$ cat config.mk
export PLATFORM = sky130hd
export DESIGN_NAME = sphere_box_classify
export DESIGN_NICKNAME = d
export VERILOG_FILES = /design/src/rtl/core/sbc_pkg.sv /design/src/rtl/core/sbc_axis.sv /design/src/rtl/core/sphere_box_classify.sv
export SDC_FILE = /design/constraint.sdc
export NUM_CORES = 2
export LEC_CHECK = 0
export CORE_AREA = 2 2 476 360
export CTS_BUF_LIST = sky130_fd_sc_hd__clkbuf_4 sky130_fd_sc_hd__clkbuf_8
export DETAILED_ROUTE_END_ITERATION = 10
export DIE_AREA = 0 0 478 362
export DONT_BUFFER_PORTS = 1
export GPL_TIMING_DRIVEN = 0
export MAX_ROUTING_LAYER = met4
export PLACE_DENSITY = 0.64
export SLEW_MARGIN = 20
export SYNTH_ARGS = -nofsm -noshare
export SYNTH_HDL_FRONTEND = slang
export SYNTH_SLANG_ARGS = --single-unit
$ cat constraint.sdc
create_clock -name clk -period 8.8 [get_ports clk]
set_clock_uncertainty 0.2 [all_clocks]
set_input_delay 0.44 -clock clk [delete_from_list [all_inputs] [get_ports clk]]
set_output_delay 0.44 -clock clk [all_outputs]
set_load 0.02 [all_outputs]
$ cat src/rtl/core/sbc_pkg.sv
// sbc_pkg: shared widths, codes and types for the sphere/box classifier
package sbc_pkg;

  localparam int COORD_BITS = 16;
  localparam int RAD_BITS   = COORD_BITS - 1;
  localparam int SQ_BITS    = 2 * COORD_BITS;
  localparam int SUM_BITS   = SQ_BITS + 2;
  localparam int RSQ_BITS   = 2 * RAD_BITS;

  localparam logic [1:0] REL_OUTSIDE    = 2'd0;
  localparam logic [1:0] REL_INTERSECTS = 2'd1;
  localparam logic [1:0] REL_INSIDE     = 2'd2;

  typedef logic signed [COORD_BITS-1:0] coord_t;
  typedef logic [COORD_BITS-1:0]        dist_t;
  typedef logic [SQ_BITS-1:0]           sq_t;

  typedef struct packed {
    sq_t slab_sq;
    sq_t far_sq;
  } axis_sq_t;

endpackage

$ cat src/rtl/core/sbc_axis.sv
// sbc_axis: per-axis slab and farthest-corner distances, squared over two stages
module sbc_axis (
  input  logic              clk,
  input  sbc_pkg::coord_t   center,
  input  sbc_pkg::coord_t   box_min,
  input  sbc_pkg::coord_t   box_max,
  output sbc_pkg::axis_sq_t sq
);

  logic signed [sbc_pkg::COORD_BITS:0] diff_mn;
  logic signed [sbc_pkg::COORD_BITS:0] diff_mx;
  logic signed [sbc_pkg::COORD_BITS:0] abs_mn;
  logic signed [sbc_pkg::COORD_BITS:0] abs_mx;
  sbc_pkg::dist_t dmn;
  sbc_pkg::dist_t dmx;
  sbc_pkg::dist_t d_slab_next;
  sbc_pkg::dist_t d_far_next;
  sbc_pkg::dist_t d_slab;
  sbc_pkg::dist_t d_far;

  assign diff_mn = {box_min[sbc_pkg::COORD_BITS-1], box_min}
                 - {center[sbc_pkg::COORD_BITS-1], center};
  assign diff_mx = {box_max[sbc_pkg::COORD_BITS-1], box_max}
                 - {center[sbc_pkg::COORD_BITS-1], center};
  assign abs_mn  = diff_mn[sbc_pkg::COORD_BITS] ? -diff_mn : diff_mn;
  assign abs_mx  = diff_mx[sbc_pkg::COORD_BITS] ? -diff_mx : diff_mx;
  assign dmn     = abs_mn[sbc_pkg::COORD_BITS-1:0];
  assign dmx     = abs_mx[sbc_pkg::COORD_BITS-1:0];

  always_comb begin
    priority if (center < box_min) begin
      d_slab_next = dmn;
    end else if (center > box_max) begin
      d_slab_next = dmx;
    end else begin
      d_slab_next = '0;
    end
    d_far_next = (dmn > dmx) ? dmn : dmx;
  end

  always_ff @(posedge clk) begin
    d_slab     <= d_slab_next;
    d_far      <= d_far_next;
    sq.slab_sq <= sbc_pkg::SQ_BITS'(d_slab) * sbc_pkg::SQ_BITS'(d_slab);
    sq.far_sq  <= sbc_pkg::SQ_BITS'(d_far) * sbc_pkg::SQ_BITS'(d_far);
  end

endmodule

$ cat src/rtl/core/sphere_box_classify.sv
// sphere_box_classify: top level of the sphere versus axis-aligned box classifier
// A request is taken at every clock edge where start is high and busy is low; busy is
// high only while rst is held, so one request per cycle streams through. Each request
// gives its relation on the cycle where done is high, after distances in the first
// stage, squaring multipliers in the second, the three-axis sums and the two compares
// in the third. The receiver cannot hold results off.
module sphere_box_classify (
  input  logic                          clk,
  input  logic                          rst,
  input  logic                          start,
  output logic                          busy,
  input  logic [sbc_pkg::COORD_BITS-1:0] center_x,
  input  logic [sbc_pkg::COORD_BITS-1:0] center_y,
  input  logic [sbc_pkg::COORD_BITS-1:0] center_z,
  input  logic [sbc_pkg::RAD_BITS-1:0]   sphere_radius,
  input  logic [sbc_pkg::COORD_BITS-1:0] box_min_x,
  input  logic [sbc_pkg::COORD_BITS-1:0] box_min_y,
  input  logic [sbc_pkg::COORD_BITS-1:0] box_min_z,
  input  logic [sbc_pkg::COORD_BITS-1:0] box_max_x,
  input  logic [sbc_pkg::COORD_BITS-1:0] box_max_y,
  input  logic [sbc_pkg::COORD_BITS-1:0] box_max_z,
  output logic                          done,
  output logic [1:0]                    relation
);

  logic                           v1;
  logic                           v2;
  logic [sbc_pkg::RAD_BITS-1:0]   rad1;
  logic [sbc_pkg::RSQ_BITS-1:0]   rsq2;
  sbc_pkg::axis_sq_t              sq_x;
  sbc_pkg::axis_sq_t              sq_y;
  sbc_pkg::axis_sq_t              sq_z;
  logic [sbc_pkg::SUM_BITS-1:0]   slab_sum;
  logic [sbc_pkg::SUM_BITS-1:0]   far_sum;
  logic [sbc_pkg::SUM_BITS-1:0]   rsq_ext;
  logic [1:0]                     relation_next;

  assign busy = rst;

  sbc_axis u_axis_x (
    .clk     (clk),
    .center  (sbc_pkg::coord_t'(center_x)),
    .box_min (sbc_pkg::coord_t'(box_min_x)),
    .box_max (sbc_pkg::coord_t'(box_max_x)),
    .sq      (sq_x)
  );

  sbc_axis u_axis_y (
    .clk     (clk),
    .center  (sbc_pkg::coord_t'(center_y)),
    .box_min (sbc_pkg::coord_t'(box_min_y)),
    .box_max (sbc_pkg::coord_t'(box_max_y)),
    .sq      (sq_y)
  );

  sbc_axis u_axis_z (
    .clk     (clk),
    .center  (sbc_pkg::coord_t'(center_z)),
    .box_min (sbc_pkg::coord_t'(box_min_z)),
    .box_max (sbc_pkg::coord_t'(box_max_z)),
    .sq      (sq_z)
  );

  assign slab_sum = sbc_pkg::SUM_BITS'(sq_x.slab_sq) + sbc_pkg::SUM_BITS'(sq_y.slab_sq)
                  + sbc_pkg::SUM_BITS'(sq_z.slab_sq);
  assign far_sum  = sbc_pkg::SUM_BITS'(sq_x.far_sq) + sbc_pkg::SUM_BITS'(sq_y.far_sq)
                  + sbc_pkg::SUM_BITS'(sq_z.far_sq);
  assign rsq_ext  = sbc_pkg::SUM_BITS'(rsq2);

  always_comb begin
    priority if (slab_sum >= rsq_ext) begin
      relation_next = sbc_pkg::REL_OUTSIDE;
    end else if (far_sum >= rsq_ext) begin
      relation_next = sbc_pkg::REL_INTERSECTS;
    end else begin
      relation_next = sbc_pkg::REL_INSIDE;
    end
  end

  always_ff @(posedge clk) begin
    if (rst) begin
      v1   <= 1'b0;
      v2   <= 1'b0;
      done <= 1'b0;
    end else begin
      v1   <= start && !busy;
      v2   <= v1;
      done <= v2;
    end
    rad1     <= sphere_radius;
    rsq2     <= sbc_pkg::RSQ_BITS'(rad1) * sbc_pkg::RSQ_BITS'(rad1);
    relation <= relation_next;
  end

  // every result traces back to an accepted request (start high while busy is low)
  a_done_has_request: assert property (@(posedge clk) disable iff (rst)
    done |-> $past(start && !busy, 3))
    else $error("result without a matching request");

  // only the three defined relation codes leave the block
  a_relation_code: assert property (@(posedge clk) disable iff (rst)
    done |-> (relation == sbc_pkg::REL_OUTSIDE || relation == sbc_pkg::REL_INTERSECTS
              || relation == sbc_pkg::REL_INSIDE))
    else $error("undefined relation code");

  // a zero radius sphere is always outside
  a_zero_radius: assert property (@(posedge clk) disable iff (rst)
    (done && $past(sphere_radius == '0, 3)) |-> (relation == sbc_pkg::REL_OUTSIDE))
    else $error("zero radius not classified outside");

endmodule
-- After elaboration in Yosys (flattened, before gate mapping)
Cells that the tools add are included.
- logic and storage cells: 70
- output and inout port bits: 4
- bits of input ports: 162
- bits in registers: 338
- muxes and demuxes: 16
- $add $sub $neg: 16
- reduce and logical (&&, ||, !) cells: 2
- order comparisons: 11
- $mul: 7
- operators with widths (kind ; number):
    16-bit 2-to-1 mux ; 15
    16-bit by 16-bit multiplier with 32-bit output ; 6
    16-bit by 16-bit subtractor with 17-bit output ; 6
    16-bit > comparator ; 6
    16-bit negator ; 6
    33-bit by 32-bit adder with 34-bit output ; 2
    34-bit by 30-bit >= comparator with 1-bit output ; 2
    32-bit by 32-bit adder with 33-bit output ; 2
    16-bit < comparator ; 3
    15-bit by 15-bit multiplier with 30-bit output ; 1
    2-bit 2-to-1 mux ; 1
    1-bit logical AND ; 1
    1-bit logical NOT ; 1

-- Depth between registers and ports, before layout
- depth in word-level cells: 5
- depth in mapped cells: 27
- mapped depth without buffers: 25

-- Hierarchy
A second synthesis with hierarchy kept.
- cells, all modules: 8114
- area total of the unflattened synthesis: 71836.4 um^2
- modules (own cells, without submodules) (module ; area an instance (um^2) ; times used ; cells an instance ; sequential area each (um^2)):
    sbc_axis (u_axis_x) ; 19745.2 ; 1 ; 2242 ; 1881.8
    sbc_axis (u_axis_y) ; 19492.4 ; 1 ; 2212 ; 1881.8
    sbc_axis (u_axis_z) ; 19452.4 ; 1 ; 2199 ; 1881.8
    sphere_box_classify ; 13146.4 ; 1 ; 1461 ; 980.9

-- Least setup slack after synthesis
No wires, ideal clock.
- kind: register to register
- start: register u_axis_x.d_slab[1]
- end: register u_axis_x.sq[62] (netlist bit)
- data required time: 8473 ps
- period minus slack after synthesis: 6694 ps
- library setup time: 127 ps
- stages on the path, launching flop included: 27
- buffers on the path: 2
- slack: 2106 ps
- arrival: 6367 ps
- cells stage by stage: dfxtp_1 clkbuf_1 clkbuf_1 and2_1 fa_1 inv_1 fa_1 inv_1 fa_1 inv_1 fa_1 inv_1 fa_1 inv_1 fa_1 inv_1 ha_1 and3_1 a221oi_1 nor2b_1 a22oi_1 o21ai_0 a41o_1 or4_1 a31oi_1 o21ai_0 xor2_1
- cells in the longest elaborated chain, start to end: 1
- ends and longest elaborated chain (what ; RTL line ; text):
    start: declaration ; sbc_axis.sv:18 ; sbc_pkg::dist_t d_slab;
    start signal: assignment ; sbc_axis.sv:42 ; d_slab <= d_slab_next;
    16-bit by 16-bit multiplier with 32-bit output ; sbc_axis.sv:44 ; sq.slab_sq <= sbc_pkg::SQ_BITS'(d_slab) * sbc_pkg::SQ_BITS'(d_slab);
    end: declaration ; sbc_axis.sv:7 ; output sbc_pkg::axis_sq_t sq
Every way passes these cells.
A chain may end at the register's enable or synchronous reset.

-- Worst setup path after layout
- start: register u_axis_z.d_far[1]
- end: register u_axis_z.sq[31] (netlist bit)
- cells in the longest elaborated chain, start to end: 1
- ends and longest elaborated chain (what ; RTL line ; text):
    start: declaration ; sbc_axis.sv:19 ; sbc_pkg::dist_t d_far;
    start signal: assignment ; sbc_axis.sv:43 ; d_far <= d_far_next;
    16-bit by 16-bit multiplier with 32-bit output ; sbc_axis.sv:45 ; sq.far_sq <= sbc_pkg::SQ_BITS'(d_far) * sbc_pkg::SQ_BITS'(d_far);
    end: declaration ; sbc_axis.sv:7 ;
Every way passes these cells.

==> flow_summary_export.csv <==
group,metric,value,unit
status,outcome,"completed",
yosys,yosys-top-cells-area,"fa_1 34%, ha_1 17%, inv_1 10%, dfxtp_1 9.4%, xnor2_1 3.8%",
sta,clock.fmax,119.6,MHz
sta,setup_tns,0,ns
die,die_x,478,um
layout,syn_to_final_growth,6.428,%
min_path,min_path_cells,5,
clocking,cts.sinks,331,
detailed_routing,firstDrtPassIters,6,
worst_setup_path,cpMaxStageDelayCell,"a221oi_1",
yosys,synth_seq_cells,331,
die,die_h,362,um
global_routing,track_usage,0.2187,
sta,max_slew.worst_pin.slew,0.9865,ns
yosys,synthDominantCellAreaShare,0.3360,
layout,drive_above_1_share,0.02303,
clocking,h-tree-depth,2,
worst_setup_path,cpPeakStageDelay,0.83,ns
yosys,yosysWarnings,0,
clocking,hold_buffers,31,
global_routing,antenna_found_initial,6,
yosys,synth_most_common_cell,"inv_1",
detailed_routing,wl_met3,16090,um
clocking,cts.clk_slew.worst_paths,0.08,ns
placed_design,place_congestion,0.9486,
worst_setup_path,worstSetupStartpoint,"u_axis_z.d_far[1]",
worst_setup_path,critPathRequiredTime,9.19,ns
yosys,synthTopCellsByCount,"1909 x inv_1, 1180 x fa_1, 963 x ha_1, 650 x nand2_1, 331 x dfxtp_1",
placed_design,hpwl,155000,um
worst_setup_path,crit_path_end_kind,"register",
yosys,synth_area_per_cell,8.903,um2
detailed_routing,drtAntennaViolNets,0,
placed_design,port_buffers,0,
detailed_routing,drc,0,
layout,final_area,0.07482,mm2
worst_setup_path,critPathKind,"reg -> reg",
detailed_routing,vias,52513,
yosys,ys_seq_area_frac,0.09425,
sta,slew_violations,0,
clocking,cts_tree,"done",
sta,worst_slack,0.4414,ns
detailed_routing,vias_per_cell,5.099,
sta,hold_viol,0,
yosys,synth_ff_type,"dfxtp_1",
clocking,clock_path_buffers,3,
placed_design,place_area,0.07315,mm2
job,drv_cap,0,
detailed_routing,post_drt_wl_per_cell,17.50,um
die,ioPinCount,166,
worst_setup_path,cp_max_fo,10,
yosys,ys_async_sr_fraction,0,
global_routing,overflow,0,
placed_design,place_ws,0.6993,ns
detailed_routing,drt_iter0_drc,3722,
die,dieArea,0.1730,mm2
worst_setup_path,start_kind,"register",
clocking,post_cts_buffers,0,
die,start_util,0.4168,
detailed_routing,routed-wl-met2,75110,um
sta,relSlewSlack,0.3393,
clocking,cts_buffers,56,
sta,period_share,0.9498,
yosys,syn_area,0.07030,mm2
clocking,cts_root_buffer,"clkbuf_8",
worst_setup_path,worstPathArrival,8.75,ns
global_routing,grt_pass1_vias,54980,
clocking,clkLatencyLatePin,0.76,ns
yosys,ys_types,89,
die,core-area,0.1687,mm2
yosys,synth_top_area_cell,"fa_1",
detailed_routing,top_layer,"met4",
clocking,ctsResizeCount,0,
min_path,hold_path_class,"in -> reg",
min_path,min-delay-start,"box_min_y[1]",
yosys,syn-instance-count,7897,
sta,min_period,8.359,ns
detailed_routing,wl_met1,85420,um
worst_setup_path,rr_worst_depth,25,
global_routing,grt_pass1_wl,294500,um
sta,setup_viol,0,
worst_setup_path,worstReg2RegStart,"u_axis_z.d_far[1]",
layout,num-nets-final,10295,
die,std_cell_rows,131,
sta,rsz0062_at_grt,"false",
yosys,synth-edff-count,0,
detailed_routing,drt-total-wl,180200,um
global_routing,grt_start_max_net_pins,16,
-- layout by cell type (no fill, tap or decap), drive strengths merged, types with 23 or more instances in the layout --
cell / instances
inv: 1913
fa: 1180
ha: 963
nand2: 650
dfxtp: 331
nor2: 316
a21oi: 307
xnor2: 303
and2: 296
clkbuf: 239
o21ai: 172
a21o: 171
xor2: 137
nor2b: 81
nand3: 70
nor3: 67
o21a: 58
mux2i: 57
o22ai: 53
nand2b: 49
nand4: 43
o21bai: 42
a211oi: 41
and3: 40
a31oi: 32
or3: 32
dlygate4sd3: 31
or2: 30
o211ai: 25
o31ai: 23
-- registers in the layout, indices dropped and copies added, names as in the netlist --
| signal | cells |
|---|---|
| u_axis_y.sq | 62 |
| u_axis_z.d_slab | 16 |
| u_axis_x.d_far | 16 |
| v1 | 1 |
| u_axis_z.d_far | 16 |
| rsq2 | 29 |
| u_axis_x.d_slab | 16 |
| u_axis_y.d_far | 16 |
| u_axis_x.sq | 62 |
| rad1 | 15 |
| u_axis_y.d_slab | 16 |
| relation | 2 |
| done | 1 |
| v2 | 1 |
| u_axis_z.sq | 62 |
-- logic make-up (layout without fill, tap and decap cells) --
logic type | Yosys count | count (layout) | share of synthesized area
DFF | 331 | 331 | 0.09425
AOI/OAI and AO/OA | 1087 | 1087 | 0.1017
muxes | 71 | 71 | 0.01036
xor gates and xnor gates | 440 | 440 | 0.05492
adders and majority gates | 2143 | 2143 | 0.5074
other | 2 | 11 | 0.0001068
and+or+nand+nor | 1745 | 1745 | 0.1202
buffers and inverters | 2078 | 2210 | 0.1111
-- metrics by stage --
stage | hold WS [ns] | std cells | util
2_1_floorplan | 0.1535 | 7901 | -
3_3_place_gp | 0.2252 | 10162 | 0.4337
3_5_place_dp | 0.2380 | 10162 | 0.4337
4_1_cts | 0.02916 | 10294 | 0.4435
5_1_grt | 0.04838 | 10297 | 0.4436
6_report | 0.08267 | 10299 | 0.4436
-- critical path: cells and delay by family, from the launching register on --
kind / cells / cell delay (ns)
adders and majority gates: 7 / 3.00
buffers and inverters: 7 / 1.21
xor gates and xnor gates: 1 / 0.34
AOI/OAI and AO/OA: 9 / 2.86
DFF: 1 / 0.32
and+or+nand+nor: 1 / 0.23
-- area by class of cell --
type                    instances  area [um2]
well taps                    2261        2829
multi-input cells            5492       55890
diodes                          5       12.51
clock inverters                28       391.6
inverters                    1909        7166
clock buffers                  73       954.7
flip-flops and latches        331        6626
repair buffers                 31       310.3
plain buffers                 169       645.6
fillers                     16367       93840
-- per-layer routing --
metal  vias to the layer above  global-route usage
met3                       220             0.05372
met4                         0             0.04238
met5                         -                   -
li1                      24974                   -
met1                     25750              0.3112
met2                      1569              0.3147
-- worst paths after layout --
kind	endpoint	slack, ns
max	u_axis_z.sq[31]	0.44
min	u_axis_y.d_far[1]	0.08
max reg2reg	u_axis_z.sq[31]	0.44
min reg2reg	v2	0.25
Power is not shown: default switching activity piles up to over one toggle a cycle in this logic, so the estimate is an artifact.
